$ cat config.mk
export PLATFORM = sky130hd
export DESIGN_NAME = bao_front
export DESIGN_NICKNAME = d
export VERILOG_FILES = /design/src/rtl/core/bao_pkg.sv /design/src/rtl/core/bao_front.sv
export SDC_FILE = /design/constraint.sdc
export NUM_CORES = 1
export LEC_CHECK = 0
export ABC_AREA = 0
export BUFFER_PORTS_ARGS = -buffer_cell sky130_fd_sc_hd__buf_2
export CAP_MARGIN = 20
export CORE_MARGIN = 5
export CORE_UTILIZATION = 61
export DETAILED_ROUTE_END_ITERATION = 12
export PLACE_DENSITY = 0.88
export SYNTH_ARGS = -nofsm -noshare
export SYNTH_HDL_FRONTEND = slang
export SYNTH_SLANG_ARGS = --single-unit
$ cat constraint.sdc
create_clock -name clk_i -period 7.1 [get_ports clk_i]
set_input_delay 1.065 -clock clk_i [delete_from_list [all_inputs] [get_ports clk_i]]
set_output_delay 1.065 -clock clk_i [all_outputs]
set_load 0.02 [all_outputs]
$ cat src/rtl/core/bao_pkg.sv
`timescale 1ns / 1ps
// Shared constants, payload types and control structs for the binarize and open image block.
package bao_pkg;

  localparam int MAX_WIDTH   = 1024;
  localparam int MAX_HEIGHT  = 1024;
  localparam int CHAN_W      = 8;
  localparam int DIM_W       = 11;
  localparam int COL_W       = $clog2(MAX_WIDTH);
  localparam int ROW_W       = $clog2(MAX_HEIGHT + 2);
  localparam int CNT_W       = $clog2(MAX_WIDTH * MAX_HEIGHT + 2 * MAX_WIDTH + 2);
  localparam int QUEUE_DEPTH = 2;

  localparam int REG_IDX_W = 2;
  localparam int APB_AW    = REG_IDX_W + 2;
  localparam int APB_DW    = 32;

  localparam logic [REG_IDX_W-1:0] REG_THRESHOLD = REG_IDX_W'(0);
  localparam logic [REG_IDX_W-1:0] REG_WIDTH     = REG_IDX_W'(1);
  localparam logic [REG_IDX_W-1:0] REG_HEIGHT    = REG_IDX_W'(2);

  localparam logic [CHAN_W-1:0] THRESHOLD_RESET = CHAN_W'(200);
  localparam logic [DIM_W-1:0]  WIDTH_RESET     = DIM_W'(640);
  localparam logic [DIM_W-1:0]  HEIGHT_RESET    = DIM_W'(480);

  typedef struct packed {
    logic [CHAN_W-1:0] red;
    logic [CHAN_W-1:0] green;
    logic [CHAN_W-1:0] blue;
    logic              drain;
  } in_t;

  typedef struct packed {
    logic white;
    logic last;
  } out_t;

  typedef struct packed {
    logic [CHAN_W-1:0] threshold;
    logic [DIM_W-1:0]  width;
    logic [DIM_W-1:0]  height;
    logic [CNT_W-1:0]  total;
    logic [CNT_W-1:0]  lag;
    logic [CNT_W-1:0]  estart;
    logic [CNT_W-1:0]  last_t;
    logic              busy;
  } cfg_t;

  typedef struct packed {
    logic             bin;
    logic             e_border;
    logic             k_up;
    logic             k_down;
    logic             k_left;
    logic             k_right;
    logic             emit;
    logic             last;
    logic [COL_W-1:0] col;
  } op_t;

endpackage

$ cat src/rtl/core/bao_front.sv
`timescale 1ns / 1ps
// Front end: accepts requests, binarizes pixels and tags each with its frame positions.
module bao_front import bao_pkg::*; (
  input  logic clk_i,
  input  logic rst_ni,
  input  cfg_t cfg_i,
  input  logic restart_i,
  input  logic in_valid_i,
  output logic in_ready_o,
  input  in_t  in_data_i,
  input  logic q_full_i,
  output logic q_push_o,
  output op_t  q_op_o
);

  logic [CNT_W-1:0] t_q, t_d;
  logic [COL_W-1:0] tc_q, tc_d;
  logic [COL_W-1:0] ec_q, ec_d;
  logic [ROW_W-1:0] er_q, er_d;
  logic [COL_W-1:0] kc_q, kc_d;
  logic [ROW_W-1:0] kr_q, kr_d;

  logic [DIM_W-1:0] w_m1, h_m1;
  logic [COL_W-1:0] col_last;
  logic [ROW_W-1:0] row_last;
  logic             accept, pix, e_on, emit, fin, white;

  assign w_m1     = cfg_i.width - DIM_W'(1);
  assign h_m1     = cfg_i.height - DIM_W'(1);
  assign col_last = w_m1[COL_W-1:0];
  assign row_last = ROW_W'(h_m1);

  assign in_ready_o = !q_full_i && !cfg_i.busy;
  assign accept     = in_valid_i && in_ready_o;

  assign pix   = t_q < cfg_i.total;
  assign e_on  = t_q >= cfg_i.estart;
  assign emit  = t_q >= cfg_i.lag;
  assign fin   = t_q == cfg_i.last_t;
  assign white = pix && !in_data_i.drain &&
                 ((in_data_i.red > cfg_i.threshold) ||
                  (in_data_i.green > cfg_i.threshold) ||
                  (in_data_i.blue > cfg_i.threshold));

  always_comb begin
    q_op_o.bin      = white;
    q_op_o.e_border = (er_q == '0) || (er_q == row_last) ||
                      (ec_q == '0) || (ec_q == col_last);
    q_op_o.k_up     = kr_q != '0;
    q_op_o.k_down   = kr_q != row_last;
    q_op_o.k_left   = kc_q != '0;
    q_op_o.k_right  = kc_q != col_last;
    q_op_o.emit     = emit;
    q_op_o.last     = fin;
    q_op_o.col      = tc_q;
  end

  assign q_push_o = accept;

  always_comb begin
    t_d  = t_q;
    tc_d = tc_q;
    ec_d = ec_q;
    er_d = er_q;
    kc_d = kc_q;
    kr_d = kr_q;
    if (restart_i || (accept && fin)) begin
      t_d  = '0;
      tc_d = '0;
      ec_d = '0;
      er_d = '0;
      kc_d = '0;
      kr_d = '0;
    end else if (accept) begin
      t_d  = t_q + CNT_W'(1);
      tc_d = (tc_q == col_last) ? '0 : tc_q + COL_W'(1);
      if (e_on) begin
        if (ec_q == col_last) begin
          ec_d = '0;
          er_d = er_q + ROW_W'(1);
        end else begin
          ec_d = ec_q + COL_W'(1);
        end
      end
      if (emit) begin
        if (kc_q == col_last) begin
          kc_d = '0;
          kr_d = kr_q + ROW_W'(1);
        end else begin
          kc_d = kc_q + COL_W'(1);
        end
      end
    end
  end

  always_ff @(posedge clk_i or negedge rst_ni) begin
    if (!rst_ni) begin
      t_q  <= '0;
      tc_q <= '0;
      ec_q <= '0;
      er_q <= '0;
      kc_q <= '0;
      kr_q <= '0;
    end else begin
      t_q  <= t_d;
      tc_q <= tc_d;
      ec_q <= ec_d;
      er_q <= er_d;
      kc_q <= kc_d;
      kr_q <= kr_d;
    end
  end

endmodule

======== Yosys cells after proc, flatten, opt, wreduce, memory -nomap -nowiden ========
Cells that the tools add are included.
cells by class
  eq/ne operators ......................... 7
  $lt $le $gt $ge ......................... 6
  reductions and logical operators ........ 27
  add/subtract/negate cells ............... 8
  multiplexer cells ....................... 21
operator list
  kind                   number
  $mux 10                11
  $mux 11                8
  $ge 21x21->1           2
  $mux 21                2
  $add 10x1->10 const B  3
  $eq 10x10->1           3
  $gt 8x8->1             3
  $add 11x1->11 const B  2
  $add 21x1->21 const B  1
  $eq 21x21->1           1
  $lt 21x21->1           1
  $eq 11x11->1           1
  $logic_not 11->1       1
  $ne 11x11->1           1
  $reduce_bool 11->1     1
  $sub 11x1->11 const B  1
  $logic_not 10->1       1
  $ne 10x10->1           1
  $reduce_bool 10->1     1
  $reduce_bool 2->1      5
  $sub 10x1->10 const B  1
  $logic_or 1x1->1       6
  $reduce_and 3->1       2
  $logic_and 1x1->1      5
  other kinds (2)        5
word-level totals
  flip-flop bits (word level) ............. 73
  input port bits ......................... 145
  logic and storage cells ................. 75
  output and inout bits ................... 20

======== Logic depth before layout (Yosys ltp) ========
Gate-level depths: netlist of the first run.
  word-level depth ........................ 7
  mapped depth ............................ 13
  mapped depth without buffers ............ 10

======== Worst setup path after synthesis of the first run ========
No wires, ideal clock.
  path kind ............................... in2out
  start ................................... in cfg_i[96] in the netlist's numbering
  end ..................................... out q_op_o[12] in the netlist's numbering
  setup slack ............................. 2.311 ns
  stages .................................. 11
  data required time ...................... 6.035 ns
  arrival ................................. 3.724 ns
  path buffers ............................ 2
  cell sequence ........................... clkbuf_1 inv_1 ha_1 or4b_1 buf_2 or4_1 and2_0 a2111oi_0 nand4_1 nor3b_1 o311ai_0
RTL lines
  element          line             text
  start, declared  bao_front.sv:6   input cfg_t cfg_i,
  end, declared    bao_front.sv:13  output op_t q_op_o

==> results of run 1 <==
==> flip-flops by register name (all words and copies together) (netlist names) <==
| name | count |
|---|---|
| t_q | 21 |
| er_q | 11 |
| kr_q | 11 |
| ec_q | 10 |
| kc_q | 10 |
| tc_q | 10 |
==> metrics by stage <==
stage               area (µm²)  cells
finish                    8880   1275
global route              8880   1275
CTS                       8880   1273
detailed placement        8560   1257
global placement          8560   1257
floorplan                 7670    957
==> worst max-delay path by stage <==
stage / end / slack, ns / start / depth (start not counted)
2_1_floorplan: q_op_o[12] / 2.31 / cfg_i[96] / 11
3_3_place_gp: q_op_o[12] / 2.04 / cfg_i[96] / 11
3_5_place_dp: q_op_o[12] / 2.00 / cfg_i[96] / 11
4_1_cts: q_op_o[12] / 1.98 / cfg_i[96] / 11
5_1_grt: q_op_o[12] / 1.76 / cfg_i[96] / 11
6_report: q_op_o[12] / 1.96 / cfg_i[96] / 11
==> worst register-to-register path, stage by stage, from the launching register on <==
cell and delay [ns]:
dfrtp_1 0.51, ha_1 0.36, nand4_1 0.11, nor3_1 0.43
o31ai_1 0.28, a2111oi_4 0.77, nand4_2 0.26, or4_1 0.51
a21oi_1 0.16
==> report_power, final <==
| group | total [W] | switching [W] | internal, W |
|---|---|---|---|
| Clock | 0.000475 | 0.000174 | 0.000300 |
| Sequential | 0.000434 | 0.0000129 | 0.000421 |
| Combinational | 0.000228 | 0.000127 | 0.000101 |
| Total | 0.00114 | 0.000315 | 0.000822 |
==> Yosys cell counts, types with 17 or more instances <==
| cell type | instances | share of area, % |
|---|---|---|
| ha_1 | 98 | 16 |
| inv_1 | 95 | 4.6 |
| nor2_1 | 79 | 3.9 |
| dfrtp_1 | 73 | 24 |
| nand2_1 | 66 | 3.2 |
| xnor2_1 | 62 | 7.1 |
| xor2_1 | 52 | 5.9 |
| a21oi_1 | 48 | 3.1 |
| nand3_1 | 44 | 2.9 |
| o21ai_0 | 40 | 2.6 |
| nand4_1 | 39 | 3.2 |
| clkbuf_1 | 28 | 1.4 |
| nor3_1 | 27 | 1.8 |
| nor4_1 | 17 | 1.4 |
==> per-layer routing <==
metal,vias up,track usage [%],part of all wire (%)
li1,3652,-,-
met1,3454,35.5,42
met2,312,46.4,47
met3,63,5.06,7.3
met4,0,11.6,3.5
met5,-,0,0
==> cells by family after synthesis <==
group / Yosys count / synth area share [%]
simple gates: 364 / 24.6
fa+ha+maj: 98 / 16.0
mux: 5 / 0.669
compound gates: 168 / 14.7
xor+xnor: 115 / 13.3
buf+inv: 134 / 6.90
flops: 73 / 23.8
==> layout make-up <==
cell class | instances | area (µm²) | area share, %
Timing Repair Buffer | 167 | 846 | 9.52
Clock inverter | 4 | 50.0 | 0.563
Sequential cell | 73 | 1830 | 20.6
Antenna cell | 2 | 5.00 | 0.0563
Multi-Input combinational cell | 750 | 5320 | 59.9
Inverter | 95 | 357 | 4.01
Tap cell | 172 | 215 | 2.42
Clock buffer | 12 | 267 | 3.00
==> out/metrics.cfg, run 1 <==
[clocking]
post-cts-setup-buffers=0
cts.clk_slew.worst_paths_ns=0.06
cts_inserted_buffers=9
ctsHoldBuffers=0
cts_root_buf=clkbuf_16
cts_resized=0
cts_tree=built
clk_path_buf_depth=2
clock_sinks=73
insertion_delay_ns=0.33
h-tree-depth=3

[pwr]
ir_drop_uv=113
power_density_nw_per_um2=128
p_leak_nw=4.44
total_power_w=0.00114

[placed_design]
portBuffers=163
gp_congestion=0.925
pre_cts_slack_ns=2.00
dp_hpwl_mm=15.7

[min_path]
worstHoldStart=tc_q[9]
min-delay-path-class=flop to flop
min_delay_path_depth=2
holdPathEnd=tc_q[9]

[drt]
drt_iter0_drc=610
vias_per_cell=5.87
num_vias=7481
drcViolationCount=0
wl_mm=20.4
first_pass_iters=5
ant_nets=0
drt-wirelength-per-cell_um=16.0

[sta]
tns_ns=0
finalCritPeriodShare_pct=72.4
finalCriticalPeriod_ns=5.14
setup_ws_ns=1.96
whs_ns=0.569
worst_slew_pin_slew_ns=0.935
slew_violations=0
setup_viol=0
slew_headroom_pct=37.6
hold_viol=0
grt_setup_unrepaired=no
fmax_mhz=194
finClkSkew_ns=0.00761

[critical_path]
critical_path_class=input pin to primary output
crit_arrival_ns=4.08
cp.required_ns=6.03
crit_path_top_delay_cell=or4b_1
crit_chain=buf_2 -> inv_1 -> ha_1 -> or4b_1 -> or4_1 -> and2_0 -> a2111oi_0 -> nand4_1 -> nor3b_1 -> o311ai_0 -> buf_2
r2r_start=t_q[16]
max_stage_delay_ns=0.67
rr_worst_depth=8
worstReg2RegEnd=er_q[10]
end_kind=primary output
crit_top_cell=buf_2
cp_max_fo=10
crit_family=simple AND/OR/NAND/NOR gates
critPathBufInv=3
ff2ff_setup_slack_ns=3.63
start_kind=input pin

[status]
outcome=finished clean

[logic_synthesis]
netlist_area_um2=7670
synth_top_flop_cell=dfrtp_1
synthDistinctLibCells=72
ys_ff_latch=73
synthCells=957
seq_area_frac_synth_pct=23.8
syn_area_per_cell_um2=8.02
syn_nets=1200
yosysWarnings=0
async_reset_ff_share_pct=100
synth_edf_count=0

[finish]
area_growth_pct=15.8
final_layout_size_suffix_gt1_share_pct=18.2
final_common_cell=buf_2
utilization_pct=71.3
layout_common_cells=163 x buf_2, 98 x ha_1, 95 x inv_1, 79 x nor2_1, 73 x dfrtp_1
nets=1339
fillers=934

[die]
rows=41
start_util_pct=61.6
io_pins=165
core_area_um2=12500
fp.dieW_um=122
dieArea_um2=14900
fp.dieH_um=122

[global_routing]
grt_pass1_vias=7275
grt_overflow_total=0
antenna_found_initial=2
grt_max_degree=74
grt_use_total_pct=27.8
grt_pass1_wl_mm=34.0

[job]
max_cap_violations=0

(Power assumes the default switching activity.)
==> run 2: changes to the inputs <==
ABC_AREA = 1   (was 0)
CORE_UTILIZATION = 52   (was 61)
PLACE_DENSITY = 0.79   (was 0.88)
clock period = 4.1 ns   (was 7.1 ns; I/O delays follow)
==> out/metrics.cfg, run 2 <==
[finish]
final_common_cell=nand2_1
layout_common_cells=344 x nand2_1, 223 x inv_1, 162 x buf_2, 125 x nor2_1, 103 x nand3_1
area_growth_pct=14.5
regMostFlops=t_q
final_layout_size_suffix_gt1_share_pct=16.1
reg_top3=t_q: 21 flops, er_q: 11 flops, kr_q: 11 flops
largest_reg_flops=21
utilization_pct=61.1
nets=1714
antenna_cells=0

[global_routing]
grt_max_degree=74
grt_use_total_pct=25.4
grt_pass1_wl_mm=39.2
grt_pass1_vias=8492
grt_overflow_total=0
antenna_found_initial=0

[clocking]
ctsHoldBuffers=0
clock_sinks=73
cts_root_buf=clkbuf_16
cts_inserted_buffers=9
clk_path_buf_depth=2
cts_resized=0
cts_tree=built
post-cts-setup-buffers=0
insertion_delay_ns=0.34
h-tree-depth=3
cts.clk_slew.worst_paths_ns=0.06

[sta]
worst_slew_pin_slew_ns=0.966
finalCritPeriodShare_pct=78.1
setup_viol=0
tns_ns=0
grt_setup_unrepaired=no
finalCriticalPeriod_ns=3.20
slew_headroom_pct=35.6
hold_viol=0
slew_violations=0
fmax_mhz=312
finClkSkew_ns=0.00640

[critical_path]
r2r_start=t_q[9]
critical_path_class=input pin to primary output
crit_arrival_ns=2.59
cp.required_ns=3.48
start_kind=input pin
cp_max_fo=8
end_kind=primary output
rr_worst_depth=13
ff2ff_setup_slack_ns=1.25
worstReg2RegEnd=kc_q[0]

[pwr]
ir_drop_uv=205
power_density_nw_per_um2=243
p_leak_nw=5.49

[logic_synthesis]
synth_top_flop_cell=dfrtp_1
yosysTopAreaCell=dfrtp_1
synth_top_area_share_pct=21.5
yosys.cell_count.top_type=nand2_1
netlist_area_um2=8500
async_reset_ff_share_pct=100
synth_area_leaders=dfrtp_1 21%, nand2_1 15%, ha_1 14%
synthDistinctLibCells=43
synth_edf_count=0
syn_area_per_cell_um2=6.44
synthCells=1320
yosysWarnings=0
synthTopCellsByCount=344 x nand2_1, 223 x inv_1, 125 x nor2_1
ys_ff_latch=73
seq_area_frac_synth_pct=21.5
syn_nets=1563

[drt]
drcViolationCount=0
ant_nets=0
wl_mm=23.7
vias_per_cell=5.22
num_vias=8834
first_pass_iters=5
drt-wirelength-per-cell_um=14.0
drt_iter0_drc=661

[die]
io_pins=165
core_area_um2=15900
fp.dieW_um=138
dieArea_um2=19000
rows=46
start_util_pct=53.3
fp.dieH_um=138

[placed_design]
gp_congestion=0.966
portBuffers=163
dp_hpwl_mm=18.7

[min_path]
min-delay-path-class=input pin to async pin

[job]
max_cap_violations=0

[status]
outcome=finished clean

==> run 2: cell types whose count changed in the layout (fill, tap and decap cells not counted), sizes merged, moves of 11 or more <==
cell,delta
nand2b,-16
nor2,+54
inv,+139
xnor2,-50
and3,-15
xor2,+11
a21o,-15
nand2,+310
nand3,+63
==> run 2: cell families after synthesis <==
kind of cell | Yosys count | synth area share [%]
xor gates and xnor gates | 75 | 7.73
buffers and inverters | 256 | 11.8
DFF | 73 | 21.5
adders and majority gates | 98 | 14.4
and+or+nand+nor | 710 | 37.6
AOI/OAI and AO/OA | 108 | 6.96
==> run 2: worst max path at each step <==
| stage | end | slack [ns] | from |
|---|---|---|---|
| floorplan | q_op_o[16] | 1.54 | cfg_i[96] |
| global placement | q_op_o[16] | 0.92 | cfg_i[96] |
| detailed placement | q_op_o[16] | 0.92 | cfg_i[96] |
| CTS | q_op_o[16] | 0.92 | cfg_i[96] |
| global route | q_op_o[16] | 0.64 | cfg_i[96] |
| finish | q_op_o[16] | 0.90 | cfg_i[96] |
==> run 2: area by class of cell <==
| cell class | count | area, µm² |
|---|---|---|
| fill | 1555 | 6210 |
| multi-input combinational | 991 | 5670 |
| sequential | 73 | 1830 |
| inverter | 233 | 875 |
| timing repair buffer | 163 | 818 |
| tap | 216 | 270 |
| clock buffer | 10 | 229 |
| clock inverter | 6 | 42.5 |
==> run 2: critical path, cell delays in order <==
cell,delay [ns]
buf_2,0.19
inv_2,0.14
ha_1,0.42
inv_1,0.10
nand2_1,0.07
nand2_1,0.04
nor2_1,0.13
nand3_1,0.08
nor2_1,0.10
nand2_1,0.06
nor2_1,0.13
nand3_2,0.12
nand2_1,0.09
inv_1,0.04
nand2_1,0.08
buf_2,0.17
==> run 2: power breakdown <==
group	internal, W	total [W]	switching (W)
logic	0.000292	0.000740	0.000447
registers	0.000776	0.000881	0.000104
clock network	0.000411	0.000747	0.000336
==> run 2: metrics by stage <==
step	cell area [µm²]	total power, W	cells	hold slack [ns]	setup WS, ns
2_1_floorplan	8500	0.00138	1320	0.319	1.54
3_3_place_gp	9460	0.00161	1676	0.489	0.916
3_5_place_dp	9460	0.00163	1676	0.499	0.919
4_1_cts	9730	0.00237	1692	0.460	0.915
5_1_grt	9730	0.00252	1692	0.511	0.635
6_report	9730	0.00237	1692	0.408	0.899
==> run 2: per-layer routing <==
metal  part of all wire, %  GRT usage (%)
met1                    44           33.7
met2                    48           43.8
met3                   6.2           3.74
met4                   1.6           5.98
met5                     0              0
==> run 3: changes to the inputs <==
ABC_AREA = 0   (was 1)
CORE_UTILIZATION = 57   (was 52)
PLACE_DENSITY = 0.83   (was 0.79)
clock period = 3.1 ns   (was 4.1 ns; I/O delays follow)
==> out/metrics.cfg, run 3 (synthesized netlist as in run 1, its figures left out) <==
[status]
outcome=complete, but fails checks
failed_checks=setup timing

[critical_path]
start_kind=input pin
crit_path_top_delay_cell=or4b_4
cp.required_ns=2.63
critical_path_class=input pin to primary output
cp_max_fo=2
max_stage_delay_ns=0.46
end_kind=primary output
crit_chain=buf_6 -> inv_4 -> ha_4 -> or4b_4 -> or4_4 -> and2_4 -> a2111oi_4 -> nand4_1 -> nor3b_2 -> o311ai_4 -> buf_6
crit_arrival_ns=2.68
crit_top_cell=buf_6

[pwr]
clock_power_share_pct=41.9
p_int_w=0.00192
p_leak_nw=4.71
p_comb_share_pct=20.9
seq_power_share_pct=37.2
power_density_nw_per_um2=285
ir_drop_uv=210
switching_share_pct=28.0
p_switching_w=0.000747

[finish]
reg_top3=t_q: 21 flops, er_q: 11 flops, kr_q: 11 flops
largest_reg_flops=21
final_layout_size_suffix_gt1_share_pct=22.5
nets=1387
multi_input_area_um2=5390
stdcell_area_um2=9360
final_common_cell=buf_2
fillers=1025
area_growth_pct=22.0
layout_common_cells=160 x buf_2, 97 x ha_1, 93 x inv_1, 79 x nor2_1, 73 x dfrtp_1
sequential_cell_area_um2=1830
utilization_pct=70.7
final_cells=1326
regMostFlops=t_q

[placed_design]
dp_hpwl_mm=16.5
pre_cts_slack_ns=-0.257
post_dp_cell_area_um2=9000
gp_congestion=0.936
dp.cells=1309
portBuffers=163

[drt]
vias_per_cell=5.72
ant_nets=0
drt-wirelength-per-cell_um=15.6
wl_mm=20.7
first_pass_iters=6
drcViolationCount=0
drt_iter0_drc=500
num_vias=7586

[die]
fp.dieH_um=126
rows=42
start_util_pct=57.9
core_area_um2=13200
fp.dieW_um=126
dieArea_um2=15900
io_pins=165

[clocking]
clock_sinks=73
cts_inserted_buffers=9
cts_root_buf=clkbuf_16
ctsHoldBuffers=0
clk_path_buf_depth=2
h-tree-depth=3
cts.clk_slew.worst_paths_ns=0.06
insertion_delay_ns=0.34
post-cts-setup-buffers=0
cts_tree=built

[sta]
hold_viol=0
slew_headroom_pct=45.2
finClkSkew_ns=0.00722
setup_viol=1
grt_setup_unrepaired=yes
finalCritPeriodShare_pct=101
worst_slew_pin_slew_ns=0.823
fmax_mhz=318
setup_ws_ns=-0.0427
finalCriticalPeriod_ns=3.14
slew_violations=0

[global_routing]
grt_use_total_pct=25.8
grt_pass1_wl_mm=34.5
antenna_found_initial=1
grt_overflow_total=0
grt_max_degree=42
grt_pass1_vias=7484

[min_path]
min-delay-path-class=input pin to async pin

[job]
max_cap_violations=0

==> run 3: layout make-up <==
cell class,count,share of cell area [%]
sequential,73,19.5
inverter,95,3.86
tap,176,2.35
timing repair buffer,215,13.2
clock buffer,9,2.41
clock inverter,7,1.02
multi-input combinational,750,57.6
antenna,1,0.0267
==> run 3: path summary, 6_finish.rpt <==
path | startpoint | to | slack (ns) | cells past startpoint
max | cfg_i[97] | q_op_o[12] | -0.04 | 11
min | rst_ni | tc_q[9] | 0.21 | 1
max reg2reg | t_q[19] | kc_q[6] | 0.21 | 9
min reg2reg | tc_q[5] | tc_q[5] | 0.57 | 1
max in group asynchronous | rst_ni | t_q[20] | 2.19 | 2
min in group clk_i | tc_q[5] | tc_q[5] | 0.57 | 1
==> run 3: layer usage <==
metal / share of wire (%) / routed length (µm) / track usage, % / vias to the layer above
met1: 43 / 8910 / 33.2 / 3540
met2: 48 / 9980 / 44.5 / 250
met4: 2.6 / 534 / 9.02 / 0
met3: 6.2 / 1290 / 3.47 / 46
met5: 0 / 0 / 0 / -
li1: - / - / - / 3750
==> run 3: repair_timing <==
action | 4_1_cts | 5_1_grt
resized for setup | 11 | 1
pin swaps | 2 | 2
setup endpoints to repair | 1 | 4
==> run 3: power by group through the flow <==
| stage | registers (W) | logic, W | clock network, W |
|---|---|---|---|
| after CTS | 0.000992 | 0.000558 | 0.00112 |
| after global placement | 0.00101 | 0.000528 | 0 |
| final | 0.000993 | 0.000560 | 0.00112 |
| after detailed placement | 0.00101 | 0.000545 | 0 |
| after floorplan | 0.000994 | 0.000337 | 0 |
| after global routing | 0.000995 | 0.000630 | 0.00117 |
==> run 3: critical path, delay by kind of cell <==
family / cells / cell delay, ns
AOI/OAI and AO/OA: 2 / 0.31
adders and majority gates: 1 / 0.12
buffers and inverters: 3 / 0.31
and+or+nand+nor: 5 / 1.48
==> run 3: through the flow <==
step / hold slack (ns) / total power, W / TNS [ns]
6_report: 0.214 / 0.00267 / -0.0427
5_1_grt: 0.286 / 0.00279 / -0.256
4_1_cts: 0.240 / 0.00267 / -0.0367
3_5_place_dp: 0.561 / 0.00155 / -3.19
3_3_place_gp: 0.566 / 0.00154 / -1.94
2_1_floorplan: 0.169 / 0.00133 / -0.200
