[src/rtl/core/bao_pkg.sv]
`timescale 1ns / 1ps
// Shared constants, payload types and control structs for the binarize and open image block.
package bao_pkg;

  localparam int MAX_WIDTH   = 1024;
  localparam int MAX_HEIGHT  = 1024;
  localparam int CHAN_W      = 8;
  localparam int DIM_W       = 11;
  localparam int COL_W       = $clog2(MAX_WIDTH);
  localparam int ROW_W       = $clog2(MAX_HEIGHT + 2);
  localparam int CNT_W       = $clog2(MAX_WIDTH * MAX_HEIGHT + 2 * MAX_WIDTH + 2);
  localparam int QUEUE_DEPTH = 2;

  localparam int REG_IDX_W = 2;
  localparam int APB_AW    = REG_IDX_W + 2;
  localparam int APB_DW    = 32;

  localparam logic [REG_IDX_W-1:0] REG_THRESHOLD = REG_IDX_W'(0);
  localparam logic [REG_IDX_W-1:0] REG_WIDTH     = REG_IDX_W'(1);
  localparam logic [REG_IDX_W-1:0] REG_HEIGHT    = REG_IDX_W'(2);

  localparam logic [CHAN_W-1:0] THRESHOLD_RESET = CHAN_W'(200);
  localparam logic [DIM_W-1:0]  WIDTH_RESET     = DIM_W'(640);
  localparam logic [DIM_W-1:0]  HEIGHT_RESET    = DIM_W'(480);

  typedef struct packed {
    logic [CHAN_W-1:0] red;
    logic [CHAN_W-1:0] green;
    logic [CHAN_W-1:0] blue;
    logic              drain;
  } in_t;

  typedef struct packed {
    logic white;
    logic last;
  } out_t;

  typedef struct packed {
    logic [CHAN_W-1:0] threshold;
    logic [DIM_W-1:0]  width;
    logic [DIM_W-1:0]  height;
    logic [CNT_W-1:0]  total;
    logic [CNT_W-1:0]  lag;
    logic [CNT_W-1:0]  estart;
    logic [CNT_W-1:0]  last_t;
    logic              busy;
  } cfg_t;

  typedef struct packed {
    logic             bin;
    logic             e_border;
    logic             k_up;
    logic             k_down;
    logic             k_left;
    logic             k_right;
    logic             emit;
    logic             last;
    logic [COL_W-1:0] col;
  } op_t;

endpackage

[src/rtl/core/bao_queue.sv]
`timescale 1ns / 1ps
// Short queue of tagged requests between the front end and the window pipeline.
module bao_queue import bao_pkg::*; (
  input  logic clk_i,
  input  logic rst_ni,
  input  logic push_i,
  input  op_t  op_i,
  output logic full_o,
  input  logic pop_i,
  output logic valid_o,
  output op_t  op_o
);

  localparam int PTR_W = (QUEUE_DEPTH > 1) ? $clog2(QUEUE_DEPTH) : 1;
  localparam int CQ_W  = $clog2(QUEUE_DEPTH + 1);

  op_t              slot_q [QUEUE_DEPTH];
  logic [PTR_W-1:0] wr_ptr_q, wr_ptr_d;
  logic [PTR_W-1:0] rd_ptr_q, rd_ptr_d;
  logic [CQ_W-1:0]  count_q, count_d;
  logic             do_push, do_pop;

  assign full_o  = count_q == CQ_W'(QUEUE_DEPTH);
  assign valid_o = count_q != '0;
  assign op_o    = slot_q[rd_ptr_q];
  assign do_push = push_i && !full_o;
  assign do_pop  = pop_i && valid_o;

  always_comb begin
    wr_ptr_d = wr_ptr_q;
    rd_ptr_d = rd_ptr_q;
    count_d  = count_q;
    if (do_push) begin
      wr_ptr_d = (wr_ptr_q == PTR_W'(QUEUE_DEPTH - 1)) ? '0 : wr_ptr_q + PTR_W'(1);
    end
    if (do_pop) begin
      rd_ptr_d = (rd_ptr_q == PTR_W'(QUEUE_DEPTH - 1)) ? '0 : rd_ptr_q + PTR_W'(1);
    end
    if (do_push && !do_pop) begin
      count_d = count_q + CQ_W'(1);
    end else if (do_pop && !do_push) begin
      count_d = count_q - CQ_W'(1);
    end
  end

  always_ff @(posedge clk_i) begin
    if (do_push) begin
      slot_q[wr_ptr_q] <= op_i;
    end
  end

  always_ff @(posedge clk_i or negedge rst_ni) begin
    if (!rst_ni) begin
      wr_ptr_q <= '0;
      rd_ptr_q <= '0;
      count_q  <= '0;
    end else begin
      wr_ptr_q <= wr_ptr_d;
      rd_ptr_q <= rd_ptr_d;
      count_q  <= count_d;
    end
  end

endmodule

[config.mk]
export PLATFORM = sky130hd
export DESIGN_NAME = bao_queue
export DESIGN_NICKNAME = d
export VERILOG_FILES = /design/src/rtl/core/bao_pkg.sv /design/src/rtl/core/bao_queue.sv
export SDC_FILE = /design/constraint.sdc
export NUM_CORES = 1
export LEC_CHECK = 0
export ABC_AREA = 1
export BUFFER_PORTS_ARGS = -buffer_cell sky130_fd_sc_hd__buf_4
export CAP_MARGIN = 20
export CORE_UTILIZATION = 54
export DETAILED_ROUTE_END_ITERATION = 10
export PLACE_DENSITY = 0.82
export SLEW_MARGIN = 20
export SYNTH_ARGS = -nofsm -noshare
export SYNTH_HDL_FRONTEND = slang
export SYNTH_SLANG_ARGS = --single-unit
[constraint.sdc]
create_clock -name clk_i -period 5.5 [get_ports clk_i]
set_clock_uncertainty 0.15 [all_clocks]
set_input_delay 0 -clock clk_i [delete_from_list [all_inputs] [get_ports clk_i]]
set_output_delay 0 -clock clk_i [all_outputs]
set_load 0.02 [all_outputs]
# [Word-level counts from Yosys, hierarchy flattened]
# Memory sizes are Yosys's and may differ from the RTL's.
# Cells that the tools add are included.
[word_totals] ff_bits=4 n_memories=1 ramBits=36 latch_bits=0 input_bits=22 elab_cells=24 romBits=0 out_inout_bits=20
[classes] bitwise=0 reduce_logical=9 n_shift=0 n_mul=0 order_cmp=0 add_sub_neg=4 n_div=0 mux=6 n_eq_ne=1
[memory_table] name="slot_q" depth=2 word_bits=18 read_ports=1 rd_ports_with_merged_regs=0 wr=1 line="bao_queue.sv:17" source="op_t slot_q [QUEUE_DEPTH];"
[op_table] operator="$logic_and 1x1->1" n=4
[op_table] operator="$mux 1" n=4
[op_table] operator="$mux 2" n=2
[op_table] operator="$reduce_bool 2->1" n=2
[op_table] operator="$logic_not 1->1" n=3
[op_table] operator="$add 1x1->1 const B" n=2
[op_table] operator="$add 2x1->2 const B" n=1
[op_table] operator="$eq 2x2->1 const B" n=1
[op_table] operator="$sub 2x1->2 const B" n=1

# [Logic depth before layout (Yosys ltp)]
# Gate-level depths: netlist (run 1).
[depth] depth_word=7 depth_mapped=9 depth_no_buf=9

# [Worst setup path after synthesis (run 1)]
# OpenSTA, ideal clock, no wires.
[synth_timing] kind="reg2reg" from="reg count_q[1]" to="mem slot_q[1][0] in the netlist's numbering (enable)" path_buffers=0 arrival_time_ps=1372 period_less_slack_ps=1914 path_stages_with_launch=4 path_slack_ps=3586 setup_time_ps=393 required_time_ps=4957 cell_sequence="dfrtp_1 inv_1 o21ai_0 nor2_1"
[synth_via] elab_chain_cells=5
[synth_lines] element="start: declaration" line="bao_queue.sv:20" source="logic [CQ_W-1:0] count_q, count_d;"
[synth_lines] element="start signal: assignment" line="bao_queue.sv:60" source="count_q <= count_d;"
[synth_lines] element="$eq 2x2->1" line="bao_queue.sv:23" source="assign full_o = count_q == CQ_W'(QUEUE_DEPTH);"
[synth_lines] element="$logic_not 1->1" line="bao_queue.sv:26" source="assign do_push = push_i && !full_o;"
[synth_lines] element="$logic_and 1x1->1" line="bao_queue.sv:26"
[synth_lines] element="$mux 1" line="bao_queue.sv:47" source="if (do_push) begin"
[synth_lines] element="$mux 1 (implied by the code)" line="bao_queue.sv:48" source="slot_q[wr_ptr_q] <= op_i;"
[synth_lines] element="end: declaration" line="bao_queue.sv:17"
# No other way between the ends.

==> results.cfg, run 1 <==
[drt]
wl_um = 3330
ant_nets = 0
first_iter_violations = 88
drc = 0
viasPerCell = 5.09
dr.pass1.iters = 4
wl_per_cell_um = 14.9
num_vias = 1140

[logic_synthesis]
synth_nets = 148
synth.mux.area_fraction_pct = 0
ys_seq_area_share_pct = 76.1
synth_top_family_by_area = simple AND/OR/NAND/NOR gates
ys_types = 16
ys_warn_count = 0
synth_area_um2 = 1550
yosys.area_share.xor_xnor_pct = 0.564
synth_fa_ha_area_share_pct = 0.806
syn-instance-count = 125
synthSimpleGateAreaFrac_pct = 18.6
synth_compound_area_share_pct = 0.322
avgSynthCellArea_um2 = 12.4
ys_ff_latch = 40

[min_path]
min_path_cells = 2
hold_class = in -> reg
hold_end = slot_q[0][4]$_DFFE_PP_
hold_start = op_i[4]

[timing]
rsz0062_at_grt = false
worst_pin_slew_ns = 0.716
post-route-min-period_ns = 1.99
maxSlewViolCount = 0
finalSetupViolations = 0
hold_viol_final = 0
finalCritPeriodShare_pct = 36.3
setup-tns-final_ns = 0
slew_headroom_pct = 52.3
max_freq_mhz = 501

[clock_tree]
cts_tree = yes
clock_path_buffers = 2
cts_buffers = 5
ctsResizeCount = 0
cts.sinks = 40
clk_pin_slew_ns = 0.11
clock_latency_ns = 0.34
cts_max_level = 2
cts-root-buf = clkbuf_4

[floorplanning]
fp.coreArea_um2 = 2730
start_util_pct = 56.8
num_io_pins = 42
num_rows = 19
die_w_um = 55.6
design.die.area_um2 = 3090
die_height_um = 55.6

[grt]
grt_overflow_total = 0
antenna_found_initial = 0
first_global_vias = 1135
grt_use_total_pct = 23.3
grt_max_degree = 21
grt_pass1_wl_um = 5200

[setup_path]
path_cells = inv_2 > nand2_1 > nand2_1 > buf_4
end_kind = primary output
max_stage_delay_ns = 0.82
r2r_end = slot_q[0][14]$_DFFE_PP_
worst-path-max-fanout = 20
cp_top_family = flip-flops
worstPathBufferInverterCount = 2
critical_path_required_ns = 5.35
cp-start-kind = register
path_class = reg -> out
critical_path.slowest_cell = dfrtp_1
reg2reg_depth = 5
r2r-start = count_q[1]$_DFFE_PN0P_
r2r_slack_ns = 3.66
path_common_cell = nand2_1
worstPathArrival_ns = 1.84

[cells_and_area]
nFillCells = 165
diodes = 0
most-common-layout-cells = 62 x nand2_1, 42 x buf_4, 36 x edfxtp_1
final_cell_area_um2 = 2150
area_growth_syn_to_layout_pct = 38.2
mostFrequentLayoutCell = nand2_1
layout.nets = 216
drive_gt1_share_pct = 28.0

[power]
leakagePower_uw = 0.000958
ir_worst_vdd_mv = 0.445
pwr_density_cell_nw_per_um2 = 490

[placed_design]
hpwlAfterDp_um = 2000
io_buffers = 41
dpl_cell_area_um2 = 1880
gp_congestion = 0.721

[flow_run]
maxCapViolCount = 0

[status]
outcome = completed
sequential cells by signal, summed over array words and instances (netlist names):
signal	cells
slot_q	36
rd_ptr_q	1
count_q	2
wr_ptr_q	1
cells by family (layout without fill, tap and decap cells):
family / after synthesis / in the layout
AO/OA/AOI/OAI: 1 / 1
XOR/XNOR: 1 / 1
adder cells (fa/ha/maj): 1 / 1
buffers and inverters: 11 / 79
flip-flops: 40 / 40
AND/OR/NAND/NOR: 71 / 71
where the power goes:
group | switching [µW] | internal, µW | leakage (µW)
clock network | 88.6 | 44.7 | 0.0000261
registers | 48.3 | 417 | 0.000383
logic | 281 | 172 | 0.000549
total | 418 | 634 | 0.000958
per-stage QoR:
step           util, %  hold WS, ns  power [µW]  cells  setup slack (ns)
2_1_floorplan        -       -0.446         734    125              3.59
3_3_place_gp      68.8       -0.352         885    195              3.82
3_5_place_dp      68.8       -0.350         907    195              3.69
4_1_cts           78.5        0.225        1050    224              3.52
5_1_grt           78.5        0.223        1110    224              3.34
6_report          78.5        0.232        1050    224              3.51
worst max path at each step:
stage,cells past startpoint,startpoint,slack (ns),to
2_1_floorplan,3,count_q[1]$_DFFE_PN0P_,3.59,slot_q[1][0]$_DFFE_PP_
3_3_place_gp,5,count_q[1]$_DFFE_PN0P_,3.82,slot_q[0][12]$_DFFE_PP_
3_5_place_dp,5,count_q[1]$_DFFE_PN0P_,3.69,slot_q[0][9]$_DFFE_PP_
4_1_cts,4,rd_ptr_q$_DFFE_PN0P_,3.52,op_o[1]
5_1_grt,4,rd_ptr_q$_DFFE_PN0P_,3.34,op_o[2]
6_report,4,rd_ptr_q$_DFFE_PN0P_,3.51,op_o[1]
synth_stat cells:
library cell | number | area [µm²]
nor2_4 | 1 | 11.3
nor2_1 | 1 | 3.75
nand4_1 | 1 | 6.26
edfxtp_1 | 36 | 1080
xnor2_1 | 1 | 8.76
nand2_1 | 62 | 233
dfrtp_1 | 4 | 100
ha_1 | 1 | 12.5
buf_6 | 1 | 11.3
nand3_1 | 2 | 10.0
nand2_2 | 3 | 18.8
o21ai_0 | 1 | 5.00
nor2_2 | 1 | 6.26
inv_2 | 2 | 7.51
inv_1 | 6 | 22.5
buf_4 | 2 | 15.0
metal layers:
layer | vias up | track usage, % | wire, µm
li1 | 544 | - | -
met1 | 530 | 28.5 | 1350
met2 | 61 | 40.3 | 1730
met3 | 5 | 4.88 | 213
met4 | 0 | 9.64 | 31
met5 | - | 0 | 0
area by class of cell:
class                   count  area [µm²]  share of cell area, %
multi-input cells          74         315                   14.7
well taps                  31        38.8                   1.81
repair buffers             64         536                   25.0
clock inverters             2        7.51                  0.350
clock buffers               5        37.5                   1.75
inverters                   8        30.0                   1.40
flip-flops and latches     40        1180                   55.0
repair_timing:
action	4_1_cts	5_1_grt
hold buffers	22	0
endpoints found under the hold margin	43	0
setup buffers	0	0
(Power assumes the default switching activity.)
==> run 2: changes to the inputs <==
--- a/config.mk
+++ b/config.mk
@@ -8,9 +8,9 @@
 export ABC_AREA = 1
 export BUFFER_PORTS_ARGS = -buffer_cell sky130_fd_sc_hd__buf_4
 export CAP_MARGIN = 20
-export CORE_UTILIZATION = 54
+export CORE_UTILIZATION = 51
 export DETAILED_ROUTE_END_ITERATION = 10
-export PLACE_DENSITY = 0.82
+export PLACE_DENSITY = 0.78
 export SLEW_MARGIN = 20
 export SYNTH_ARGS = -nofsm -noshare
 export SYNTH_HDL_FRONTEND = slang
==> constraint.sdc (replaced) <==
create_clock -name clk_i -period 1.85 [get_ports clk_i]
set_clock_uncertainty 0.15 [all_clocks]
set_input_delay 0 -clock clk_i [delete_from_list [all_inputs] [get_ports clk_i]]
set_output_delay 0 -clock clk_i [all_outputs]
set_load 0.02 [all_outputs]
==> run 2 against run 1 <==
Net effect: the run now ends with DRC left; non-clock buffer count grew 4; clock-buffer cell count grew 2; via count shrank 1.1%; sequential share of layout area shrank 0.92 points; sequential cell count is the same; largest power group is now combinational cells; sequential power grew to 2.8 times the previous value; highest routed layer unchanged; register-to-register slack lost 3.4 ns; routed wire length shrank 12%.
==> results.cfg, run 2 (synthesis gave the netlist of run 1 again) <==
[floorplanning]
die_height_um = 57.2
num_io_pins = 42
num_rows = 19
start_util_pct = 54.9
design.die.area_um2 = 3270
fp.coreArea_um2 = 2830
die_w_um = 57.2

[timing]
slew_headroom_pct = 78.0
post-route-min-period_ns = 1.62
max_freq_mhz = 618
whs_ns = 0.235
maxSlewViolCount = 0
worst_pin_slew_ns = 0.330
finalSetupViolations = 0
rsz0062_at_grt = false
setup-tns-final_ns = 0
finalCritPeriodShare_pct = 87.5
hold_viol_final = 0

[clock_tree]
cts_buffers = 5
clk_pin_slew_ns = 0.11
clock_latency_ns = 0.34
ctsResizeCount = 0
cts_tree = yes
clock_path_buffers = 2
cts_max_level = 2
cts-root-buf = clkbuf_4
cts.sinks = 40

[drt]
drc = 4
num_vias = 1128
dr.pass1.iters = 7
wl_um = 2950
wl_per_cell_um = 12.9
ant_nets = 0
viasPerCell = 4.93
first_iter_violations = 42

[power]
p_comb_share_pct = 45.8
switchingPower_uw = 1220
pwr_density_cell_nw_per_um2 = 1450
power_frac_seq_pct = 41.7
ir_worst_vdd_mv = 0.872
leakagePower_uw = 0.000979
p_int_uw = 1940
switching_share_pct = 38.6
p_clk_share_pct = 12.5

[setup_path]
r2r_end = count_q[1]$_DFFE_PN0P_
end_kind = register
worstPathArrival_ns = 1.69
worstPathBufferInverterCount = 1
path_cells = nor2_2 > nor2_4 > ha_1 > inv_1 > nand3_1 > nand2_1 > nand2_1
cp_top_family = simple AND/OR/NAND/NOR gates
critical_path.slowest_cell = dfrtp_1
worst-path-max-fanout = 5
r2r-start = count_q[0]$_DFFE_PN0P_
reg2reg_depth = 7
path_class = reg -> reg
cp-start-kind = register
r2r_slack_ns = 0.23
path_common_cell = nand2_1
critical_path_required_ns = 1.93
max_stage_delay_ns = 0.47

[cells_and_area]
area_growth_syn_to_layout_pct = 40.5
max_flop_register = slot_q
most-common-layout-cells = 62 x nand2_1, 46 x buf_4, 36 x edfxtp_1
largest_reg_flops = 36
mostFrequentLayoutCell = nand2_1
reg.largest.list = slot_q x36, count_q x2
layout.nets = 220
drive_gt1_share_pct = 29.8
nFillCells = 191
diodes = 0

[status]
violations = DRC
outcome = complete, but fails checks

[min_path]
hold_end = slot_q[1][0]$_DFFE_PP_
min_path_cells = 2
hold_class = in -> reg
hold_start = op_i[0]

[grt]
grt_use_total_pct = 20.7
antenna_found_initial = 0
first_global_vias = 1222
grt_overflow_total = 0
grt_pass1_wl_um = 4920
grt_max_degree = 20

[placed_design]
hpwlAfterDp_um = 1910
io_buffers = 41
gp_congestion = 0.728

[flow_run]
maxCapViolCount = 0
[run 2: per-stage QoR]
step	util (%)	setup slack (ns)	power, µW	std cells	area [µm²]
4_1_cts	77.1	0.249	3170	229	2180
3_5_place_dp	67.6	0.271	2740	199	1910
2_1_floorplan	-	0.211	2190	125	1560
6_report	77.1	0.232	3150	229	2180
3_3_place_gp	67.6	0.412	2680	199	1910
5_1_grt	77.1	0.126	3360	229	2180
[run 2: cell type report]
| cell class | instances | area [µm²] | area share [%] |
|---|---|---|---|
| flip-flops and latches | 40 | 1180 | 54.1 |
| repair buffers | 68 | 566 | 25.9 |
| multi-input cells | 74 | 318 | 14.6 |
| clock buffers | 7 | 45.0 | 2.06 |
| well taps | 31 | 38.8 | 1.78 |
| inverters | 8 | 30.0 | 1.38 |
| clock inverters | 1 | 3.75 | 0.172 |
[run 2: worst max-delay path by stage]
stage,start,end,slack [ns],cells after the start
floorplan,count_q[1]$_DFFE_PN0P_,slot_q[1][0]$_DFFE_PP_,0.21,3
global placement,count_q[0]$_DFFE_PN0P_,count_q[1]$_DFFE_PN0P_,0.41,7
detailed placement,count_q[0]$_DFFE_PN0P_,count_q[1]$_DFFE_PN0P_,0.27,7
CTS,count_q[0]$_DFFE_PN0P_,count_q[1]$_DFFE_PN0P_,0.25,7
global route,count_q[0]$_DFFE_PN0P_,count_q[1]$_DFFE_PN0P_,0.13,8
finish,count_q[0]$_DFFE_PN0P_,count_q[1]$_DFFE_PN0P_,0.23,7
[run 2: routing by layer]
metal	routed length, µm	GRT usage [%]	vias up
li1	-	-	552
met1	1130	19.5	524
met2	1580	39.0	43
met3	166	5.67	9
met4	78	13.2	0
met5	0	0	-
[run 2: timing repair]
| item | 4_1_cts | 5_1_grt |
|---|---|---|
| endpoints found under the hold margin | 43 | 0 |
| hold buffers | 22 | 0 |
| buffers inserted | 0 | 0 |
[run 2: power groups by stage]
stage	combinational, µW	clock (µW)	sequential [µW]
2_1_floorplan	867	0	1320
3_3_place_gp	1360	0	1320
3_5_place_dp	1410	0	1340
4_1_cts	1450	409	1320
5_1_grt	1580	435	1340
6_report	1440	394	1320
==> run 3: changes to the inputs <==
--- a/config.mk
+++ b/config.mk
@@ -5,12 +5,11 @@
 export SDC_FILE = /design/constraint.sdc
 export NUM_CORES = 1
 export LEC_CHECK = 0
-export ABC_AREA = 1
 export BUFFER_PORTS_ARGS = -buffer_cell sky130_fd_sc_hd__buf_4
 export CAP_MARGIN = 20
-export CORE_UTILIZATION = 51
+export CORE_UTILIZATION = 46
 export DETAILED_ROUTE_END_ITERATION = 10
-export PLACE_DENSITY = 0.78
+export PLACE_DENSITY = 0.84
 export SLEW_MARGIN = 20
 export SYNTH_ARGS = -nofsm -noshare
 export SYNTH_HDL_FRONTEND = slang
==> constraint.sdc (replaced) <==
create_clock -name clk_i -period 1.46 [get_ports clk_i]
set_clock_uncertainty 0.15 [all_clocks]
set_input_delay 0 -clock clk_i [delete_from_list [all_inputs] [get_ports clk_i]]
set_output_delay 0 -clock clk_i [all_outputs]
set_load 0.02 [all_outputs]
==> run 3 against run 2 <==
Net effect: the run ends with setup timing left; sequential cell count did not move; core utilization grew 5.0 points; via count fell by 11%; clock power up 84%; register-to-register slack lost 0.29 ns; clock-buffer cell count shrank 2; die area increased by 10%; area after synthesis shrank 0.24%; global-route usage shrank 0.42 points; critical endpoint is now op_o[6]; first-iteration DRC count decreased by 40%; design area increased by 18%.
==> results.cfg, run 3 <==
[clock_tree]
clk_pin_slew_ns = 0.13
cts_buffers = 5
cts_max_level = 2
clock_latency_ns = 0.33
clock_path_buffers = 2
cts-root-buf = clkbuf_4
cts.sinks = 40
cts_tree = yes

[drt]
dr.pass1.iters = 3
num_vias = 1002
ant_nets = 0
wl_um = 3560
drc = 0
first_iter_violations = 25
viasPerCell = 4.84
wl_per_cell_um = 17.2

[timing]
rsz0062_at_grt = true
fin_ws_ns = -0.114
finalSetupViolations = 33
maxSlewViolCount = 0
finalCritPeriodShare_pct = 108
post-route-min-period_ns = 1.57
max_freq_mhz = 635
hold_viol_final = 0
slew_headroom_pct = 85.5
worst_pin_slew_ns = 0.217

[placed_design]
dp_slack_ns = -0.0932
gp_congestion = 0.675
dpl_cell_area_um2 = 1990
hpwlAfterDp_um = 1790
io_buffers = 41

[grt]
grt_use_total_pct = 20.3
antenna_found_initial = 0
grt_max_degree = 19
first_global_vias = 1055
grt_overflow_total = 0
grt_pass1_wl_um = 4840

[floorplanning]
die_w_um = 60.0
num_io_pins = 42
num_rows = 20
design.die.area_um2 = 3600
fp.coreArea_um2 = 3130
start_util_pct = 49.5
die_height_um = 60.0

[setup_path]
critical_path.slowest_cell = dfrtp_2
end_kind = primary output
worst-path-max-fanout = 5
cp-start-kind = register
path_class = reg -> out
path_cells = buf_6 > mux2_4 > buf_6
worstPathBufferInverterCount = 2
cp_top_family = flip-flops
worstPathArrival_ns = 1.42
path_common_cell = buf_6
critical_path_required_ns = 1.31
max_stage_delay_ns = 0.49

[logic_synthesis]
synth_nets = 98
async_flop_share_pct = 10.0
avgSynthCellArea_um2 = 20.7
post-synth-top-count-cell = edfxtp_1
synth-edff-count = 36
ys_seq_area_share_pct = 76.3
ys_warn_count = 0
synth_area_leaders = edfxtp_1 70%, mux2_4 8.7%, mux2_2 6.5%
ys_types = 16
synth_area_um2 = 1550
syn-instance-count = 75
synth-main-ff-cell = edfxtp_1
ys_ff_latch = 40
yosys-top-cells-count = 36 x edfxtp_1, 9 x mux2_2, 9 x mux2_4
yosys.area.top_type = edfxtp_1
netlist.area_leader.share_pct = 69.8

[power]
leakagePower_uw = 0.00107
pwr_density_cell_nw_per_um2 = 1970
report.power.total_uw = 5060
ir_worst_vdd_mv = 1.41

[cells_and_area]
drive_gt1_share_pct = 58.9
largest_reg_flops = 36
mostFrequentLayoutCell = edfxtp_1
diodes = 0
nFillCells = 159
layout.nets = 185
area_growth_syn_to_layout_pct = 65.8
most-common-layout-cells = 36 x edfxtp_1, 30 x buf_4, 25 x buf_6
final_cell_area_um2 = 2570
max_flop_register = slot_q
finish.utilization_pct = 82.1
reg.largest.list = slot_q x36, count_q x2

[status]
outcome = complete, but fails checks
violations = setup timing

[flow_run]
maxCapViolCount = 0

[min_path]
hold_class = in -> reg
[run 3: worst paths after layout]
kind | from | to | slack [ns] | depth (start not counted)
min reg2reg | count_q[0]$_DFFE_PN0P_ | count_q[0]$_DFFE_PN0P_ | 0.51 | 2
max | rd_ptr_q$_DFFE_PN0P_ | op_o[6] | -0.11 | 3
min in group asynchronous | rst_ni | count_q[1]$_DFFE_PN0P_ | 0.41 | 3
max reg2reg | count_q[0]$_DFFE_PN0P_ | count_q[1]$_DFFE_PN0P_ | -0.06 | 7
min | op_i[1] | slot_q[0][1]$_DFFE_PP_ | 0.23 | 2
max in group asynchronous | rst_ni | rd_ptr_q$_DFFE_PN0P_ | 0.55 | 3
[run 3: cells by family (layout without fill, tap and decap cells)]
kind of cell | count (synthesis) | after routing | share of synthesized area, %
xor+xnor | 5 | 5 | 2.83
fa+ha+maj | 1 | 1 | 0.808
buf+inv | 4 | 91 | 2.50
flops | 40 | 40 | 76.3
mux | 18 | 18 | 15.3
simple gates | 7 | 8 | 2.34
[run 3: area by class of cell]
cell class,count,area [µm²],share of cell area [%]
multi-input combinational,32,432,16.8
inverter,2,7.51,0.292
clock inverter,3,42.5,1.66
sequential,40,1180,46.0
clock buffer,5,37.5,1.46
tap,44,55.1,2.14
timing repair buffer,81,812,31.6
[run 3: routing by layer]
metal	track usage (%)	up-vias	share of wire (%)
met3	5.84	14	4.3
met5	0	-	0
li1	-	455	-
met4	10.6	0	2.9
met2	35.4	38	54
met1	22.3	495	39
[run 3: metrics by stage]
| stage | hold slack (ns) | std cells | TNS (ns) |
|---|---|---|---|
| after floorplan | -0.446 | 75 | -0.146 |
| after global placement | -0.353 | 167 | -0.110 |
| after detailed placement | -0.349 | 167 | -2.23 |
| after CTS | 0.229 | 206 | -1.88 |
| after global routing | 0.211 | 207 | -4.01 |
| final | 0.225 | 207 | -2.55 |
[run 3: where the power goes]
part           switching, µW  leakage (µW)  internal (µW)
sequential               146      0.000380           1580
clock                    368     0.0000412            357
combinational           1110      0.000648           1500
[run 3: worst reg2reg max path, delay by kind of cell, from the launching register on]
kind                       cells  cell delay, ns
DFF                            1            0.42
buffers and inverters          1            0.06
and+or+nand+nor                3            0.33
adders and majority gates      1            0.17
xor gates and xnor gates       2            0.32
[run 3: what timing repair did]
action	CTS	global route
endpoints found under the hold margin	43	0
buffers inserted	6	0
hold buffers	22	0
pin swaps	4	0
cloned	3	2
resized for setup	42	5
setup endpoints to repair	55	55
